<file path="src/uot_pkg.sv">
// Shared types and constants for the oversampled UART transceiver.
// No dependencies; imported by uot_tx, uot_rx and the top level.
`default_nettype none

package uot_pkg;

  // Frame layout: start bit, 8 data bits, optional stop bit on receive.
  localparam int unsigned DATA_BITS = 8;
  localparam logic [3:0] TX_FRAME_BITS = 4'd10;
  localparam logic [3:0] RX_FRAME_BASE = 4'd9;

  // Configuration register indexes.
  typedef logic [0:0] cfg_idx_t;
  localparam cfg_idx_t CFG_CHECK_START = 1'd0;
  localparam cfg_idx_t CFG_RX_STOP_BITS = 1'd1;

  typedef struct packed {
    logic level;
    logic busy;
    logic full;
  } tx_status_t;

  typedef struct packed {
    logic                 valid;
    logic [DATA_BITS-1:0] data;
  } rx_result_t;

endpackage

`default_nettype wire

</file>
<file path="src/uot_if.sv">
// Valid/ready channel interfaces for the tick input and the result output.
// Standalone; used by the top level ports.
`default_nettype none

interface uot_in_if;
  logic       valid;
  logic       ready;
  logic       rx_line;
  logic       tx_push;
  logic [7:0] tx_byte;

  modport source (output valid, output rx_line, output tx_push, output tx_byte,
                  input ready);
  modport sink (input valid, input rx_line, input tx_push, input tx_byte,
                output ready);
endinterface

interface uot_out_if;
  logic       valid;
  logic       ready;
  logic       tx_line;
  logic       rx_valid;
  logic [7:0] rx_byte;
  logic       tx_busy;
  logic       tx_queue_full;

  modport source (output valid, output tx_line, output rx_valid, output rx_byte,
                  output tx_busy, output tx_queue_full, input ready);
  modport sink (input valid, input tx_line, input rx_valid, input rx_byte,
                input tx_busy, input tx_queue_full, output ready);
endinterface

`default_nettype wire

</file>
<file path="src/uot_ram.sv">
// Generic simple dual-port RAM: one write port, one registered read port.
// No dependencies.
`default_nettype none

module uot_ram #(
  parameter int unsigned WIDTH = 8,
  parameter int unsigned DEPTH = 16,
  localparam int unsigned AW = (DEPTH > 1) ? $clog2(DEPTH) : 1
) (
  input  wire logic             clk,
  input  wire logic             we,
  input  wire logic [AW-1:0]    waddr,
  input  wire logic [WIDTH-1:0] wdata,
  input  wire logic [AW-1:0]    raddr,
  output logic      [WIDTH-1:0] rdata
);

  logic [WIDTH-1:0] mem_r [DEPTH];

  always_ff @(posedge clk) begin
    if (we) begin
      mem_r[waddr] <= wdata;
    end
    rdata <= mem_r[raddr];
  end

endmodule

`default_nettype wire

</file>
<file path="src/uot_tx.sv">
// Transmitter: byte queue (RAM), frame shifter and bit timing.
// Depends on uot_pkg and uot_ram.
`default_nettype none

module uot_tx
  import uot_pkg::*;
#(
  parameter int unsigned OVERSAMPLE     = 16,
  parameter int unsigned TX_QUEUE_DEPTH = 16
) (
  input  wire logic       clk,
  input  wire logic       rst_n,
  input  wire logic       tick,
  input  wire logic       push,
  input  wire logic [7:0] push_byte,
  output tx_status_t      status
);

  localparam int unsigned HW = (TX_QUEUE_DEPTH > 1) ? $clog2(TX_QUEUE_DEPTH) : 1;
  localparam int unsigned CW = $clog2(TX_QUEUE_DEPTH + 1);
  localparam int unsigned SW = CW + 1;
  localparam int unsigned PW = (OVERSAMPLE > 1) ? $clog2(OVERSAMPLE) : 1;
  localparam logic [CW-1:0] DEPTH_C = CW'(TX_QUEUE_DEPTH);
  localparam logic [HW-1:0] LAST_C = HW'(TX_QUEUE_DEPTH - 1);
  localparam logic [PW-1:0] PHASE_LAST = PW'(OVERSAMPLE - 1);

  logic [HW-1:0] head_r, head_nxt;
  logic [CW-1:0] count_r, count_nxt;
  logic [9:0]    shift_r, shift_nxt;
  logic [3:0]    bits_r, bits_nxt;
  logic          active_r, active_nxt;
  logic [PW-1:0] phase_r, phase_nxt;
  logic          level_r, level_nxt;

  logic          we;
  logic [HW-1:0] waddr;
  logic [SW-1:0] wsum;
  logic [7:0]    rdata;
  logic [7:0]    q_data;
  logic          fwd_r;
  logic [7:0]    fwd_data_r;

  uot_ram #(.WIDTH(8), .DEPTH(TX_QUEUE_DEPTH)) u_queue (
    .clk   (clk),
    .we    (we),
    .waddr (waddr),
    .wdata (push_byte),
    .raddr (head_nxt),
    .rdata (rdata)
  );

  // Read is registered; a write landing on the next head is forwarded.
  assign q_data = fwd_r ? fwd_data_r : rdata;

  always_comb begin
    head_nxt   = head_r;
    count_nxt  = count_r;
    shift_nxt  = shift_r;
    bits_nxt   = bits_r;
    active_nxt = active_r;
    phase_nxt  = phase_r;
    level_nxt  = level_r;
    we         = 1'b0;
    wsum       = '0;
    waddr      = '0;
    if (tick) begin
      if (active_r) begin
        if (phase_r == '0) begin
          if (bits_r == '0) begin
            if (count_r == '0) begin
              active_nxt = 1'b0;
            end else begin
              shift_nxt = {1'b1, q_data, 1'b0};
              head_nxt  = (head_r == LAST_C) ? '0 : head_r + 1'b1;
              count_nxt = count_r - 1'b1;
              bits_nxt  = TX_FRAME_BITS;
            end
          end
          if (active_nxt) begin
            level_nxt = shift_nxt[0];
            shift_nxt = shift_nxt >> 1;
            bits_nxt  = bits_nxt - 1'b1;
          end
        end
        phase_nxt = (phase_r == PHASE_LAST) ? '0 : phase_r + 1'b1;
      end
      if (push && (count_nxt < DEPTH_C)) begin
        we        = 1'b1;
        wsum      = SW'(head_nxt) + SW'(count_nxt);
        waddr     = (wsum >= SW'(TX_QUEUE_DEPTH)) ? HW'(wsum - SW'(TX_QUEUE_DEPTH))
                                                  : HW'(wsum);
        count_nxt = count_nxt + 1'b1;
      end
      if (!active_nxt && (count_nxt != '0)) begin
        active_nxt = 1'b1;
        phase_nxt  = '0;
      end
    end
  end

  always_ff @(posedge clk) begin
    if (!rst_n) begin
      head_r   <= '0;
      count_r  <= '0;
      shift_r  <= '1;
      bits_r   <= '0;
      active_r <= 1'b0;
      phase_r  <= '0;
      level_r  <= 1'b1;
      fwd_r    <= 1'b0;
    end else begin
      head_r   <= head_nxt;
      count_r  <= count_nxt;
      shift_r  <= shift_nxt;
      bits_r   <= bits_nxt;
      active_r <= active_nxt;
      phase_r  <= phase_nxt;
      level_r  <= level_nxt;
      fwd_r    <= we && (waddr == head_nxt);
    end
  end

  always_ff @(posedge clk) begin
    fwd_data_r <= push_byte;
  end

  assign status.level = level_nxt;
  assign status.busy  = active_nxt;
  assign status.full  = (count_nxt == DEPTH_C);

endmodule

`default_nettype wire

</file>
<file path="src/uot_rx.sv">
// Receiver: start edge detect, mid-bit sampling and framing check.
// Depends on uot_pkg.
`default_nettype none

module uot_rx
  import uot_pkg::*;
#(
  parameter int unsigned OVERSAMPLE = 16
) (
  input  wire logic clk,
  input  wire logic rst_n,
  input  wire logic tick,
  input  wire logic line,
  input  wire logic check_start,
  input  wire logic stop_bits,
  output rx_result_t result
);

  localparam int unsigned PW = $clog2(OVERSAMPLE + 1);
  localparam logic [PW-1:0] PHASE_FULL = PW'(OVERSAMPLE);
  localparam logic [PW-1:0] PHASE_HALF = PW'(OVERSAMPLE / 2 - 1);

  logic          prev_r, prev_nxt;
  logic          active_r, active_nxt;
  logic [PW-1:0] phase_r, phase_nxt;
  logic [9:0]    shift_r, shift_nxt;
  logic [3:0]    bits_r, bits_nxt;
  logic [3:0]    total;
  logic          ok;

  assign total = RX_FRAME_BASE + {3'b000, stop_bits};

  always_comb begin
    prev_nxt   = prev_r;
    active_nxt = active_r;
    phase_nxt  = phase_r;
    shift_nxt  = shift_r;
    bits_nxt   = bits_r;
    ok         = 1'b0;
    result     = '0;
    if (tick) begin
      if (active_r) begin
        if (phase_r != '0) begin
          phase_nxt = phase_r - 1'b1;
        end
        if (phase_nxt == '0) begin
          phase_nxt = PHASE_FULL;
          if (bits_r != '0) begin
            // Bit position outside the current frame length is dropped.
            if (bits_r <= total) begin
              shift_nxt = shift_r | (10'(line) << (total - bits_r));
            end
            if (check_start && (bits_r == total) && (shift_nxt != '0)) begin
              bits_nxt = '0;
            end else begin
              bits_nxt = bits_r - 1'b1;
            end
          end
          if (bits_nxt == '0) begin
            active_nxt = 1'b0;
            if (stop_bits) begin
              ok = shift_nxt[9];
            end else if (check_start) begin
              ok = !shift_nxt[0];
            end else begin
              ok = 1'b1;
            end
            result.valid = ok;
            result.data  = ok ? shift_nxt[8:1] : '0;
          end
        end
      end else if (prev_r && !line) begin
        active_nxt = 1'b1;
        phase_nxt  = PHASE_HALF;
        shift_nxt  = '0;
        bits_nxt   = total;
      end
      prev_nxt = line;
    end
  end

  always_ff @(posedge clk) begin
    if (!rst_n) begin
      prev_r   <= 1'b1;
      active_r <= 1'b0;
      phase_r  <= '0;
      shift_r  <= '0;
      bits_r   <= '0;
    end else begin
      prev_r   <= prev_nxt;
      active_r <= active_nxt;
      phase_r  <= phase_nxt;
      shift_r  <= shift_nxt;
      bits_r   <= bits_nxt;
    end
  end

endmodule

`default_nettype wire

</file>
<file path="src/uart_oversampled_transceiver_unit.sv">
// Oversampled 8N1 UART transceiver, one input transfer per oversample tick.
// Path: an input transfer goes through the input reg and then the result reg.
// Throughput: one tick per cycle unless a held result (out_ch.ready low) stalls it.
// Reset (rst_n, synchronous, active low): tx idle high, queue empty, rx idle,
// check_start_bit = 1, rx_stop_bits = 0. Depends on uot_pkg, uot_if, uot_tx, uot_rx.
`default_nettype none

module uart_oversampled_transceiver_unit
  import uot_pkg::*;
#(
  parameter int unsigned OVERSAMPLE     = 16,
  parameter int unsigned TX_QUEUE_DEPTH = 16
) (
  input  wire logic     clk,
  input  wire logic     rst_n,
  uot_in_if.sink        in_ch,
  uot_out_if.source     out_ch,
  input  wire logic     cfg_we,
  input  wire cfg_idx_t cfg_index,
  input  wire logic     cfg_wdata
);

  // Configuration registers
  logic check_start_r, check_start_nxt;
  logic stop_bits_r, stop_bits_nxt;

  // Input register stage
  logic       in_vld_r, in_vld_nxt;
  logic       rx_line_r;
  logic       tx_push_r;
  logic [7:0] tx_byte_r;

  // Result register stage
  logic       out_vld_r, out_vld_nxt;
  tx_status_t tx_stat_r;
  rx_result_t rx_res_r;

  logic       in_xfer;
  logic       advance;   // result register free to take a new tick
  logic       tick;      // the held tick is processed this cycle
  tx_status_t tx_stat;
  rx_result_t rx_res;

  assign advance      = !out_vld_r || out_ch.ready;
  assign tick         = in_vld_r && advance;
  assign in_ch.ready  = !in_vld_r || advance;
  assign in_xfer      = in_ch.valid && in_ch.ready;

  always_comb begin
    check_start_nxt = check_start_r;
    stop_bits_nxt   = stop_bits_r;
    if (cfg_we) begin
      unique case (cfg_index)
        CFG_CHECK_START:  check_start_nxt = cfg_wdata;
        CFG_RX_STOP_BITS: stop_bits_nxt   = cfg_wdata;
      endcase
    end
  end

  always_comb begin
    in_vld_nxt = in_vld_r;
    if (in_xfer) begin
      in_vld_nxt = 1'b1;
    end else if (tick) begin
      in_vld_nxt = 1'b0;
    end
    out_vld_nxt = advance ? tick : out_vld_r;
  end

  // Tick processing: each unit updates its state only when tick is high.
  uot_tx #(.OVERSAMPLE(OVERSAMPLE), .TX_QUEUE_DEPTH(TX_QUEUE_DEPTH)) u_tx (
    .clk       (clk),
    .rst_n     (rst_n),
    .tick      (tick),
    .push      (tx_push_r),
    .push_byte (tx_byte_r),
    .status    (tx_stat)
  );

  uot_rx #(.OVERSAMPLE(OVERSAMPLE)) u_rx (
    .clk         (clk),
    .rst_n       (rst_n),
    .tick        (tick),
    .line        (rx_line_r),
    .check_start (check_start_r),
    .stop_bits   (stop_bits_r),
    .result      (rx_res)
  );

  always_ff @(posedge clk) begin
    if (!rst_n) begin
      check_start_r <= 1'b1;
      stop_bits_r   <= 1'b0;
      in_vld_r      <= 1'b0;
      out_vld_r     <= 1'b0;
    end else begin
      check_start_r <= check_start_nxt;
      stop_bits_r   <= stop_bits_nxt;
      in_vld_r      <= in_vld_nxt;
      out_vld_r     <= out_vld_nxt;
    end
  end

  // Payload registers: no reset needed
  always_ff @(posedge clk) begin
    if (in_xfer) begin
      rx_line_r <= in_ch.rx_line;
      tx_push_r <= in_ch.tx_push;
      tx_byte_r <= in_ch.tx_byte;
    end
    if (tick) begin
      tx_stat_r <= tx_stat;
      rx_res_r  <= rx_res;
    end
  end

  assign out_ch.valid         = out_vld_r;
  assign out_ch.tx_line       = tx_stat_r.level;
  assign out_ch.tx_busy       = tx_stat_r.busy;
  assign out_ch.tx_queue_full = tx_stat_r.full;
  assign out_ch.rx_valid      = rx_res_r.valid;
  assign out_ch.rx_byte       = rx_res_r.data;

`ifndef ASSERT_OFF
  // A full queue always has the transmitter running.
  a_full_busy: assert property (@(posedge clk) disable iff (!rst_n)
    out_vld_r && tx_stat_r.full |-> tx_stat_r.busy)
    else $error("queue full while transmitter idle");

  // No data leaks out without a good frame.
  a_byte_zero: assert property (@(posedge clk) disable iff (!rst_n)
    out_vld_r && !rx_res_r.valid |-> rx_res_r.data == '0)
    else $error("rx byte nonzero without rx_valid");

  // A processed tick always shows up in the result register.
  a_tick_result: assert property (@(posedge clk) disable iff (!rst_n)
    tick |=> out_vld_r)
    else $error("processed tick produced no result");
`endif

endmodule

`default_nettype wire
</file>
<file path="src/flat_wrapper.sv">
// flat-port wrapper written by rule: the top's interface ports become plain ports
module uart_oversampled_transceiver_unit_flat import uot_pkg::*;
#(
  parameter int unsigned OVERSAMPLE     = 16,
  parameter int unsigned TX_QUEUE_DEPTH = 16
)
  (clk, rst_n, cfg_we, cfg_index, cfg_wdata, in_ch_valid, in_ch_rx_line, in_ch_tx_push, in_ch_tx_byte, in_ch_ready, out_ch_valid, out_ch_tx_line, out_ch_rx_valid, out_ch_rx_byte, out_ch_tx_busy, out_ch_tx_queue_full, out_ch_ready);
  uot_in_if in_ch_i ();
  uot_out_if out_ch_i ();
  input  wire logic clk;
  input  wire logic rst_n;
  input  wire logic cfg_we;
  input  wire cfg_idx_t cfg_index;
  input  wire logic cfg_wdata;
  input wire logic [$bits(in_ch_i.valid)-1:0] in_ch_valid;
  input wire logic [$bits(in_ch_i.rx_line)-1:0] in_ch_rx_line;
  input wire logic [$bits(in_ch_i.tx_push)-1:0] in_ch_tx_push;
  input wire logic [$bits(in_ch_i.tx_byte)-1:0] in_ch_tx_byte;
  output wire logic [$bits(in_ch_i.ready)-1:0] in_ch_ready;
  output wire logic [$bits(out_ch_i.valid)-1:0] out_ch_valid;
  output wire logic [$bits(out_ch_i.tx_line)-1:0] out_ch_tx_line;
  output wire logic [$bits(out_ch_i.rx_valid)-1:0] out_ch_rx_valid;
  output wire logic [$bits(out_ch_i.rx_byte)-1:0] out_ch_rx_byte;
  output wire logic [$bits(out_ch_i.tx_busy)-1:0] out_ch_tx_busy;
  output wire logic [$bits(out_ch_i.tx_queue_full)-1:0] out_ch_tx_queue_full;
  input wire logic [$bits(out_ch_i.ready)-1:0] out_ch_ready;
  assign in_ch_i.valid = in_ch_valid;
  assign in_ch_i.rx_line = in_ch_rx_line;
  assign in_ch_i.tx_push = in_ch_tx_push;
  assign in_ch_i.tx_byte = in_ch_tx_byte;
  assign in_ch_ready = in_ch_i.ready;
  assign out_ch_valid = out_ch_i.valid;
  assign out_ch_tx_line = out_ch_i.tx_line;
  assign out_ch_rx_valid = out_ch_i.rx_valid;
  assign out_ch_rx_byte = out_ch_i.rx_byte;
  assign out_ch_tx_busy = out_ch_i.tx_busy;
  assign out_ch_tx_queue_full = out_ch_i.tx_queue_full;
  assign out_ch_i.ready = out_ch_ready;
  uart_oversampled_transceiver_unit #(.OVERSAMPLE(OVERSAMPLE), .TX_QUEUE_DEPTH(TX_QUEUE_DEPTH)) u_core (.clk(clk), .rst_n(rst_n), .in_ch(in_ch_i), .out_ch(out_ch_i), .cfg_we(cfg_we), .cfg_index(cfg_index), .cfg_wdata(cfg_wdata));
endmodule
</file>
<file path="config.mk">
export PLATFORM = sky130hd
export DESIGN_NAME = uart_oversampled_transceiver_unit_flat
export DESIGN_NICKNAME = d
export VERILOG_FILES = /design/src/uot_pkg.sv /design/src/uot_if.sv /design/src/uot_ram.sv /design/src/uot_tx.sv /design/src/uot_rx.sv /design/src/uart_oversampled_transceiver_unit.sv /design/src/flat_wrapper.sv
export SDC_FILE = /design/constraint.sdc
export NUM_CORES = 1
export LEC_CHECK = 0
export ABC_AREA = 1
export BUFFER_PORTS_ARGS = -buffer_cell sky130_fd_sc_hd__buf_2
export CORE_MARGIN = 4
export CORE_UTILIZATION = 55
export CTS_BUF_LIST = sky130_fd_sc_hd__clkbuf_4 sky130_fd_sc_hd__clkbuf_8 sky130_fd_sc_hd__clkbuf_16
export DETAILED_ROUTE_END_ITERATION = 8
export PLACE_DENSITY = 0.81
export REMOVE_ABC_BUFFERS = 1
export SYNTH_ARGS = -nofsm -noshare
export SYNTH_HDL_FRONTEND = slang
export SYNTH_HIERARCHICAL = 1
export SYNTH_SLANG_ARGS = --single-unit
</file>
<file path="constraint.sdc">
create_clock -name clk -period 3.3 [get_ports clk]
set_input_delay 0.495 -clock clk [delete_from_list [all_inputs] [get_ports clk]]
set_output_delay 0.495 -clock clk [all_outputs]
set_load 0.01 [all_outputs]
</file>
---- Word level (Yosys, flattened, before mapping) ----
Memory sizes are Yosys's and may differ from the RTL's. A register that Yosys moved wholly into a read port is not among the register bits.
Cells that the tools add are included.
word-level totals
  bits in registers ....................... 85
  bits in latches ......................... 0
  memory bits (writable) .................. 128
  memory bits (read-only) ................. 0
  bits of input ports ..................... 17
  memories ................................ 1
operators by class
  $add $sub $neg .......................... 11
  multiply operators ...................... 0
  div/mod/pow operators ................... 0
  magnitude comparators ................... 3
  equality and inequality tests ........... 6
  shift-type cells ........................ 1
  muxes and demuxes ....................... 87
  bitwise gates (word level) .............. 2
  reductions and logical operators ........ 35
memory list
  memory                     depth  width  read ports  clocked after Yosys merged registers in  write ports  line           source
  u_core.u_tx.u_queue.mem_r  16     8      1           1                                        1            uot_ram.sv:18  logic [WIDTH-1:0] mem_r [DEPTH];
operators with widths
  operator               count
  $mux W10               15
  $mux W4                27
  $mux W5                14
  $mux W1                30
  $logic_not A4 Y1       3
  $sub A4 B1 Y4 const B  3
  $logic_not A5 Y1       2
  $or A10 B10 Y10        1
  $reduce_bool A10 Y1    1
  $reduce_bool A5 Y1     2
  $shl A1 B4 Y10         1
  $sub A5 B1 Y5 const B  2
  $reduce_and A3 Y1      3
  $add A4 B1 Y4 const B  2
  $eq A4 B4 Y1           2
  $eq A4 B4 Y1 const B   2
  $logic_and A1 B1 Y1    8
  $mux W8                1
  $reduce_and A2 Y1      4
  $add A4 B5 Y6          1
  $ge A6 B5 Y1 const B   1
  $reduce_bool A2 Y1     3
  $add A5 B1 Y5 const B  1
  $eq A5 B5 Y1 const B   1
  10 further kinds       15

---- Depth between registers and ports, before layout ----
Gate-level depths: netlist of run 1.
  word-level depth ........................ 22
  gate-level depth with buffers ........... 20
  mapped depth without buffers ............ 20

---- Modules after synthesis ----
The synthesis of run 1 kept the hierarchy.
modules (own cells, without submodules)
  module                             instances  cells each  area each (sq um)  seq. area each (sq um)
  uot_ram                            1          551         5766.8             4003.8
  uot_tx                             1          339         2393.5             760.7
  uot_rx                             1          246         1554.0             420.4
  uart_oversampled_transceiver_unit  1          45          830.8              740.7

---- Least setup slack after synthesis of run 1 ----
No wires, ideal clock.
  kind .................................... in2reg
  start point ............................. in out_ch_ready
  end point ............................... mem u_core.u_tx.u_queue.mem_r[12][0] (enable)
  setup time .............................. 0.370 ns
  data arrival time ....................... 2.790 ns
  setup slack ............................. 0.140 ns
  stages on the path ...................... 7
  buffers on the path ..................... 1
  path through ............................ inv_1 a21oi_1 buf_1 nand2_1 nor2_1 nand3_1 nor2_1
on the way
  elaborated cells on any way between the ends .. 6
  those cells by class .................... mux: 4; reduce/logical: 2
RTL lines
  item                      line                                     source
  from (decl)               flat_wrapper.sv:26                       input wire logic [$bits(out_ch_i.ready)-1:0] out_ch_ready;
  $logic_or A1 B1 Y1        uart_oversampled_transceiver_unit.sv:44  assign advance = !out_vld_r || out_ch.ready;
  $logic_and A1 B1 Y1       uart_oversampled_transceiver_unit.sv:45  assign tick = in_vld_r && advance;
  via u_core.tick           uart_oversampled_transceiver_unit.sv:40  logic tick;
  $mux W4                   uot_tx.sv:66                             if (tick) begin
  via u_core.u_tx.waddr[2]  uot_tx.sv:36                             logic [HW-1:0] waddr;
  to (decl)                 uot_ram.sv:18
The timed path passes the listed nets, and every way through them passes these cells.

---- Final worst setup path of run 1 ----
  start point ............................. reg u_core.u_tx.phase_r[0]
  end point ............................... mem u_core.u_tx.u_queue.mem_r[7][0] (enable)
on the way
  elaborated cells on any way between the ends .. 19
  those cells by class .................... add/sub: 2; order compare: 2; mux: 13; reduce/logical: 2
RTL lines
  item                                           line           source
  from (decl)                                    uot_tx.sv:32   logic [PW-1:0] phase_r, phase_nxt;
  from (signal assigned)                         uot_tx.sv:117  phase_r <= phase_nxt;
  $logic_not A4 Y1 (*)                           uot_tx.sv:68   if (phase_r == '0) begin
  $mux W4 or $mux W5 (tied branches)             uot_tx.sv:68
  $mux W4 or $mux W5 (tied branches)             uot_tx.sv:67   if (active_r) begin
  $mux W4 or $mux W5 (tied branches)             uot_tx.sv:66
  $add A4 B5 Y6                                  uot_tx.sv:89   wsum = SW'(head_nxt) + SW'(count_nxt);
  $ge A6 B5 Y1 or $sub A4 B1 Y4 (tied branches)  uot_tx.sv:90   waddr = (wsum >= SW'(TX_QUEUE_DEPTH)) ? HW'(wsum - SW'(TX_QUEUE_DEPTH))
  $mux W4                                        uot_tx.sv:90
  $mux W4 (*)                                    uot_tx.sv:87   if (push && (count_nxt < DEPTH_C)) begin
  $mux W4 (*)                                    uot_tx.sv:66
  via u_core.u_tx.waddr[1]                       uot_tx.sv:36
The timed path passes the listed nets; every way through them passes the cells marked *. The select of a mux whose other input is x is not followed.

==> results of run 1 <==
==> final cells by class <==
type                            count  share of cell area
Clock buffer                       26              0.0501
Clock inverter                     16              0.0183
Inverter                          201              0.0635
Multi-Input combinational cell    723               0.313
Sequential cell                   221               0.497
Tap cell                          234              0.0245
Timing Repair Buffer               63              0.0334
==> per-layer routing <==
metal	GRT usage	routed length [µm]	up-vias
li1	-	-	3915
met1	0.299	9750	3794
met2	0.350	11100	349
met3	0.0301	1870	73
met4	0.0776	666	0
met5	0	0	-
==> worst min-delay path by stage <==
| stage | slack [ns] | endpoint | from |
|---|---|---|---|
| after floorplan | 0.44 | u_core/u_rx/prev_r$_SDFFE_PN1P_ | u_core/u_rx/prev_r$_SDFFE_PN1P_ |
| after global placement | 0.45 | u_core/u_rx/prev_r$_SDFFE_PN1P_ | u_core/u_rx/prev_r$_SDFFE_PN1P_ |
| after detailed placement | 0.47 | u_core/u_rx/prev_r$_SDFFE_PN1P_ | u_core/u_rx/prev_r$_SDFFE_PN1P_ |
| after CTS | 0.14 | u_core/tx_byte_r[4]$_DFFE_PP_ | in_ch_tx_byte[4] |
| after global routing | 0.14 | u_core/tx_byte_r[4]$_DFFE_PP_ | in_ch_tx_byte[4] |
| final | 0.16 | u_core/tx_byte_r[2]$_DFFE_PP_ | in_ch_tx_byte[2] |
==> per-stage QoR <==
stage           util  instance area, µm²
4_1_cts        0.630               11800
5_1_grt        0.636               11900
6_report       0.636               11900
3_3_place_gp   0.586               11000
3_5_place_dp   0.586               11000
2_1_floorplan      -               10300
==> logic make-up after synthesis <==
kind of cell,share of synthesized area
buffers and inverters,0.0931
DFF,0.562
xor gates and xnor gates,0.00332
and+or+nand+nor,0.257
AOI/OAI and AO/OA,0.0528
adders and majority gates,0.0192
muxes,0.0121
==> cells in the final DEF, fill, tap and decap left out, drive strengths merged, types with 2 or more instances in the layout <==
| cell | Yosys | final |
|---|---|---|
| nand2 | 338 | 338 |
| inv | 200 | 202 |
| edfxtp | 150 | 150 |
| nand3 | 144 | 144 |
| nor2 | 97 | 97 |
| dfxtp | 71 | 71 |
| buf | 31 | 63 |
| a21oi | 39 | 39 |
| o21ai | 35 | 35 |
| clkbuf | 5 | 26 |
| ha | 13 | 13 |
| clkinv | 1 | 8 |
| nor3 | 6 | 6 |
| o221ai | 6 | 6 |
| mux2 | 6 | 6 |
| mux2i | 6 | 6 |
| bufinv | 0 | 5 |
| nand4 | 5 | 5 |
| o211ai | 5 | 5 |
| nand3b | 4 | 4 |
| xor2 | 3 | 3 |
| a31o | 3 | 3 |
| clkinvlp | 0 | 2 |
| fa | 2 | 2 |
| or2 | 2 | 2 |
==> repair_timing <==
action | 4_1_cts | 5_1_grt
pin swaps | 0 | 7
setup buffers | 0 | 5
setup endpoints to repair | 24 | 128
gates cloned | 0 | 0
gates resized for setup | 0 | 18
==> cells in the mapped netlist (all sizes together) <==
| library cell | number | area (µm²) |
|---|---|---|
| nand2 | 338 | 1350 |
| inv | 200 | 753 |
| edfxtp | 150 | 4500 |
| nand3 | 144 | 776 |
| nor2 | 97 | 480 |
| dfxtp | 71 | 1420 |
| a21oi | 39 | 199 |
| o21ai | 35 | 186 |
| buf | 31 | 206 |
| ha | 13 | 163 |
| mux2 | 6 | 67.6 |
| mux2i | 6 | 60.1 |
| nor3 | 6 | 30.0 |
| o221ai | 6 | 52.6 |
| clkbuf | 5 | 18.8 |
| nand4 | 5 | 31.3 |
| o211ai | 5 | 37.5 |
| nand3b | 4 | 30.0 |
| a31o | 3 | 26.3 |
| xor2 | 3 | 26.3 |
| fa | 2 | 40.0 |
| or2 | 2 | 12.5 |
| a211oi | 1 | 7.51 |
| a21boi | 1 | 7.51 |
| a21o | 1 | 7.51 |
| a2bb2oi | 1 | 8.76 |
| and3 | 1 | 6.26 |
| clkinv | 1 | 3.75 |
| o21bai | 1 | 7.51 |
| o31ai | 1 | 7.51 |
| o41ai | 1 | 8.76 |
| xnor2 | 1 | 8.76 |
==> critical path, stage by stage (launching register included) <==
cell and delay [ns]:
dfxtp_1 0.33, inv_2 0.08, ha_4 0.14, nand3_4 0.11
nor2_8 0.16, nand2_4 0.10, nand2_1 0.09, o21ai_2 0.07
ha_2 0.20, fa_1 0.55, inv_1 0.05, nor2_1 0.24
buf_4 0.17, nand2_1 0.16, nor2_1 0.19, buf_4 0.20
==> sequential cells by signal, summed over array words and instances, names as in the netlist, 4 cells and up <==
name                       flops
u_core/u_tx/u_queue/mem_r    128
u_core/u_tx/count_r            5
u_core/tx_byte_r               8
u_core/u_tx/fwd_data_r         8
u_core/u_tx/shift_r           10
u_core/u_tx/phase_r            4
u_core/u_rx/phase_r            5
u_core/u_tx/u_queue/rdata      8
u_core/u_rx/shift_r           10
u_core/u_tx/head_r             4
u_core/u_rx/bits_r             4
u_core/out_ch.rx_byte          8
u_core/u_tx/bits_r             4
==> power breakdown <==
| group | switching (mW) | leakage (nW) | internal [mW] |
|---|---|---|---|
| Clock | 1.07 | 0.398 | 1.70 |
| Sequential | 0.0702 | 1.95 | 3.02 |
| Combinational | 0.418 | 2.74 | 0.221 |
==> run summary, run 1 <==
Number of I/O port buffers - 30
Average routed wire per standard cell - 15.8 µm
Worst hold margin - 0.156 ns
Cts bufs inserted - 23
Status - finished clean
Worst Setup Slack, final - 0.142 ns
Leakage - 5.08 nW
Maximum number of pins on one net before global-route repair - 67
Number of nets still failing antenna checks after routing - 0
Setup TNS after final layout - 0 ns
Max-cap violations - 0
Effective utilization at floorplan - 0.562
Share of the yosys chip area belonging to registers - 0.562
Pre-antenna DRT Iters - 7
Unique masters post-synth - 47
Maximum root-to-sink buffer count - 3
Arrival time of data at the critical path endpoint - 3.37 ns
Critical path capture point - u_core/u_tx/u_queue/mem_r[7][0]$_DFFE_PP_
Mean number of vias per cell - 5.48
Actual slew at the worst max-slew pin - 1.11 ns
Synth Area per Inst - 8.93 µm²
Peak ir drop on the vdd network - 0.000475 V
Worst setup path startpoint - u_core/u_tx/phase_r[0]$_SDFFE_PN0P_
Library cell used as clock root buffer - clkbuf_16
Number of warnings issued by yosys - 6
Final wirelength - 23.4 mm
TritonCTS clock tree - built
First-pass GRT wire length - 37.9 mm
Total Power - 6.50 mW
Setup-violating endpoint count in the final report - 0
Maximum clock frequency - 317 MHz
Aggregate global routing overflow - 0
Area of the multi-input gates - 3740 µm²
Worst setup path category - flip-flop to flip-flop
H-tree lvl count - 1
Top-level I/O count - 31
Final critical-path share of the clock period - 0.957
Sinks on the clock net - 221
Critical path fanouts, max - 8
Aggregate global-route resource usage - 0.216
Startpoint of the most critical register-to-register path - u_core/u_tx/phase_r[0]$_SDFFE_PN0P_
Critical Path End Type - flip-flop
Number of inserted filler cells in the final layout - 1417
Detailed Place HPWL - 14.7 mm
Power density cells - 545 nW/µm²
R2r worst-path depth - 15
Row cnt - 50
Worst hold path stage count - 1
Critical path data required time - 3.52 ns
Synth Register Bits - 221
Core region area - 18800 µm²
Via count of the first global-routing pass - 7674
Non-filler cells, final - 1484
Synthesized area - 10500 µm²
Placed insts - 1437
Critical Path Start Type - flip-flop
Total number of nets in the final design - 1265
Post-Route Skew - 0.0151 ns
Clock network latency to the later pin of the worst-skew pair - 0.52 ns
Minimum clock period - 3.16 ns
Destination of the worst register-to-register timing path - u_core/u_tx/u_queue/mem_r[7][0]$_DFFE_PP_
Initial antenna violation count - 0
Hold crit path type - input port to flip-flop
Total vias in the final route - 8131
Synthesized netlist cell count - 1181
Sequential cell area in the final layout - 5930 µm²
Final number of hold-violating endpoints - 0
Max-slew headroom - 0.261
Area Overhead vs Synth - 13.1%
Pre-CTS setup slack - -0.0468 ns
Register clock-pin slew on the reported worst setup and hold paths - 0.06 ns
Die boundary width - 146 µm
Area of the die - 21500 µm²
Die Ht - 146 µm
Count of antenna diodes in the layout - 0
Worst reg2reg setup slack - 0.14 ns
Starting DRC count in detailed routing - 951
Max-slew violations - 0
Final Wtd Congestion - 0.926
Remaining routing DRC violations - 0
Share of final-layout standard cells stronger than drive strength 1 - 0.160
Post-CTS Hold Buffers - 0
No activity file was read; power rests on OpenSTA's default activity.
==> run 2: changes to the inputs <==
--- a/config.mk
+++ b/config.mk
@@ -11,7 +11,7 @@
 export CORE_UTILIZATION = 55
 export CTS_BUF_LIST = sky130_fd_sc_hd__clkbuf_4 sky130_fd_sc_hd__clkbuf_8 sky130_fd_sc_hd__clkbuf_16
 export DETAILED_ROUTE_END_ITERATION = 8
-export PLACE_DENSITY = 0.81
+export PLACE_DENSITY_LB_ADDON = 0.05
 export REMOVE_ABC_BUFFERS = 1
 export SYNTH_ARGS = -nofsm -noshare
 export SYNTH_HDL_FRONTEND = slang
==> run summary, run 2 (synthesis gave the netlist of run 1 again) <==
Status - finished clean
Worst setup path category - flip-flop to flip-flop
Highest-count cells in the layout ignoring fill and taps - nand2_1, inv_1, edfxtp_1, nand3_1, dfxtp_1
Number of nets still failing antenna checks after routing - 0 (unchanged)
Leakage - 5.10 nW (+0.42%)
Max-slew headroom - 0.456 (+0.195)
H-tree lvl count - 1 (unchanged)
Worst hold margin - 0.151 ns (-0.00455 ns)
Effective utilization at floorplan - 0.562 (unchanged)
Average routed wire per standard cell - 15.6 µm (-1.4%)
Non-filler cells, final - 1491 (+0.47%)
Clock network power share - 0.407 (-0.020)
Remaining routing DRC violations - 0 (unchanged)
Area of the die - 21500 µm² (unchanged)
Via count of the first global-routing pass - 7452 (-2.9%)
Detailed Place HPWL - 15.3 mm (+4.0%)
Hold crit path type - input port to flip-flop
Sinks on the clock net - 221 (unchanged)
Post-CTS Hold Buffers - 0 (unchanged)
Max-cap violations - 0 (unchanged)
Critical Path Start Type - flip-flop
Row cnt - 50 (unchanged)
Clock network latency to the later pin of the worst-skew pair - 0.52 ns (about the same)
Top-level I/O count - 31 (unchanged)
Maximum clock frequency - 323 MHz (+2.0%)
Most common cell after layout, fill and taps aside - nand2_1
Share of final-layout standard cells stronger than drive strength 1 - 0.166 (+0.00640)
Flip-flop count of the largest register after layout - 128 (unchanged)
Critical path fanouts, max - 9 (+1)
Total vias in the final route - 7794 (-4.1%)
Arrival time of data at the critical path endpoint - 3.32 ns (-0.05 ns)
Largest registers ranked by flip-flop count - u_core/u_tx/u_queue/mem_r: 128 flops, u_core/u_rx/shift_r: 10 flops, u_core/u_tx/shift_r: 10 flops
Total number of nets in the final design - 1269 (+0.32%)
Pre-antenna DRT Iters - 5 (-2)
Number of I/O port buffers - 30 (unchanged)
Maximum number of pins on one net before global-route repair - 67 (unchanged)
Setup-violating endpoint count in the final report - 0 (unchanged)
Aggregate global-route resource usage - 0.215 (about the same)
Aggregate global routing overflow - 0 (unchanged)
Worst reg2reg setup slack - 0.20 ns (+0.06 ns)
Worst Setup Slack, final - 0.205 ns (+0.0630 ns)
Library cell used as clock root buffer - clkbuf_16
Register clock-pin slew on the reported worst setup and hold paths - 0.06 ns (about the same)
Largest register by flop count - u_core/u_tx/u_queue/mem_r
Core region area - 18800 µm² (unchanged)
Max-slew violations - 0 (unchanged)
Final number of hold-violating endpoints - 0 (unchanged)
Net Switching - 1.53 mW (-1.7%)
TritonCTS clock tree - built
Peak ir drop on the vdd network - 0.000447 V (-6.0%)
First-pass GRT wire length - 37.5 mm (-0.89%)
Final critical-path share of the clock period - 0.938 (-0.0191)
Unrepaired setup endpoints after global routing - false
Final Wtd Congestion - 0.917 (-0.98%)
Relative contribution of sequential cells to total power - 0.491 (+0.016)
Final wirelength - 23.2 mm (-0.98%)
Pre-CTS setup slack - 0.0209 ns (+0.0677 ns)
Mean number of vias per cell - 5.23 (-4.6%)
Critical path data required time - 3.53 ns (about the same)
Starting DRC count in detailed routing - 655 (-31%)
Power density cells - 527 nW/µm² (-3.3%)
Initial antenna violation count - 0 (unchanged)
Internal power component - 4.76 mW (-3.8%)
Part of the total power dissipated in combinational logic - 0.101 (+0.003)
Critical Path End Type - flip-flop
Die Ht - 146 µm (unchanged)
Maximum root-to-sink buffer count - 3 (unchanged)
Minimum clock period - 3.10 ns (-0.0630 ns)
Cts bufs inserted - 25 (+8.7%)
Post-Route Skew - 0.0193 ns (+0.00423 ns)
Placed insts - 1440 (+0.21%)
Actual slew at the worst max-slew pin - 0.817 ns (-0.291 ns)
Fraction of power spent switching nets - 0.244 (+0.00399)
Area Overhead vs Synth - 13.2% (about the same)
Die boundary width - 146 µm (unchanged)
run 2: cell type report:
cell class	instances	area, µm²
flip-flops and latches	221	5930
inverters	201	759
fillers	1612	6830
clock buffers	37	722
repair buffers	65	442
well taps	234	293
multi-input cells	723	3740
diodes	1	2.50
clock inverters	9	48.8
run 2: routing by layer:
layer / share of wire / track usage
met5: 0 / 0
met4: 0.020 / 0.0532
met3: 0.060 / 0.0341
met2: 0.46 / 0.344
met1: 0.46 / 0.311
run 2: timing repair:
item                                    CTS  global route
setup buffers                             0             4
endpoints found under the setup margin    0           128
gates resized for setup                   0            22
hold endpoints to repair                  0             0
run 2: per-stage QoR:
| stage | utilization | setup TNS (ns) | power, mW | area, µm² |
|---|---|---|---|---|
| final | 0.636 | 0 | 6.29 | 11900 |
| after global placement | 0.589 | 0 | 3.75 | 11000 |
| after global routing | 0.636 | 0 | 6.55 | 11900 |
| after floorplan | - | -22.58 | 3.56 | 10300 |
| after CTS | 0.630 | 0 | 6.31 | 11800 |
| after detailed placement | 0.589 | 0 | 3.75 | 11000 |
run 2: worst paths after layout:
| kind | from | to | cells after the start |
|---|---|---|---|
| min reg2reg | u_core/u_rx/shift_r[8]$_SDFFE_PN0P_ | u_core/u_rx/shift_r[8]$_SDFFE_PN0P_ | 2 |
| max | u_core/u_tx/phase_r[1]$_SDFFE_PN0P_ | u_core/u_tx/u_queue/mem_r[9][3]$_DFFE_PP_ | 17 |
| max reg2reg | u_core/u_tx/phase_r[1]$_SDFFE_PN0P_ | u_core/u_tx/u_queue/mem_r[9][3]$_DFFE_PP_ | 17 |
| min | in_ch_tx_byte[7] | u_core/tx_byte_r[7]$_DFFE_PP_ | 1 |
run 2: power by group through the flow:
stage / Combinational (mW) / Sequential [mW] / Clock, mW
final: 0.638 / 3.09 / 2.56
after global routing: 0.718 / 3.10 / 2.74
after CTS: 0.608 / 3.09 / 2.61
after detailed placement: 0.603 / 3.15 / 0
after global placement: 0.600 / 3.15 / 0
after floorplan: 0.443 / 3.12 / 0
run 2: critical path, cell delays in order (launching register included):
cell	delay (ns)
dfxtp_2	0.33
inv_2	0.08
ha_4	0.15
nand3_4	0.13
nor2_8	0.18
nand2_8	0.09
inv_4	0.07
nand2_2	0.06
xor2_2	0.15
ha_1	0.30
a21oi_1	0.07
or2_1	0.24
nand2_1	0.06
nand2_1	0.08
a21oi_4	0.22
nand3b_1	0.25
nor2_1	0.17
buf_4	0.18
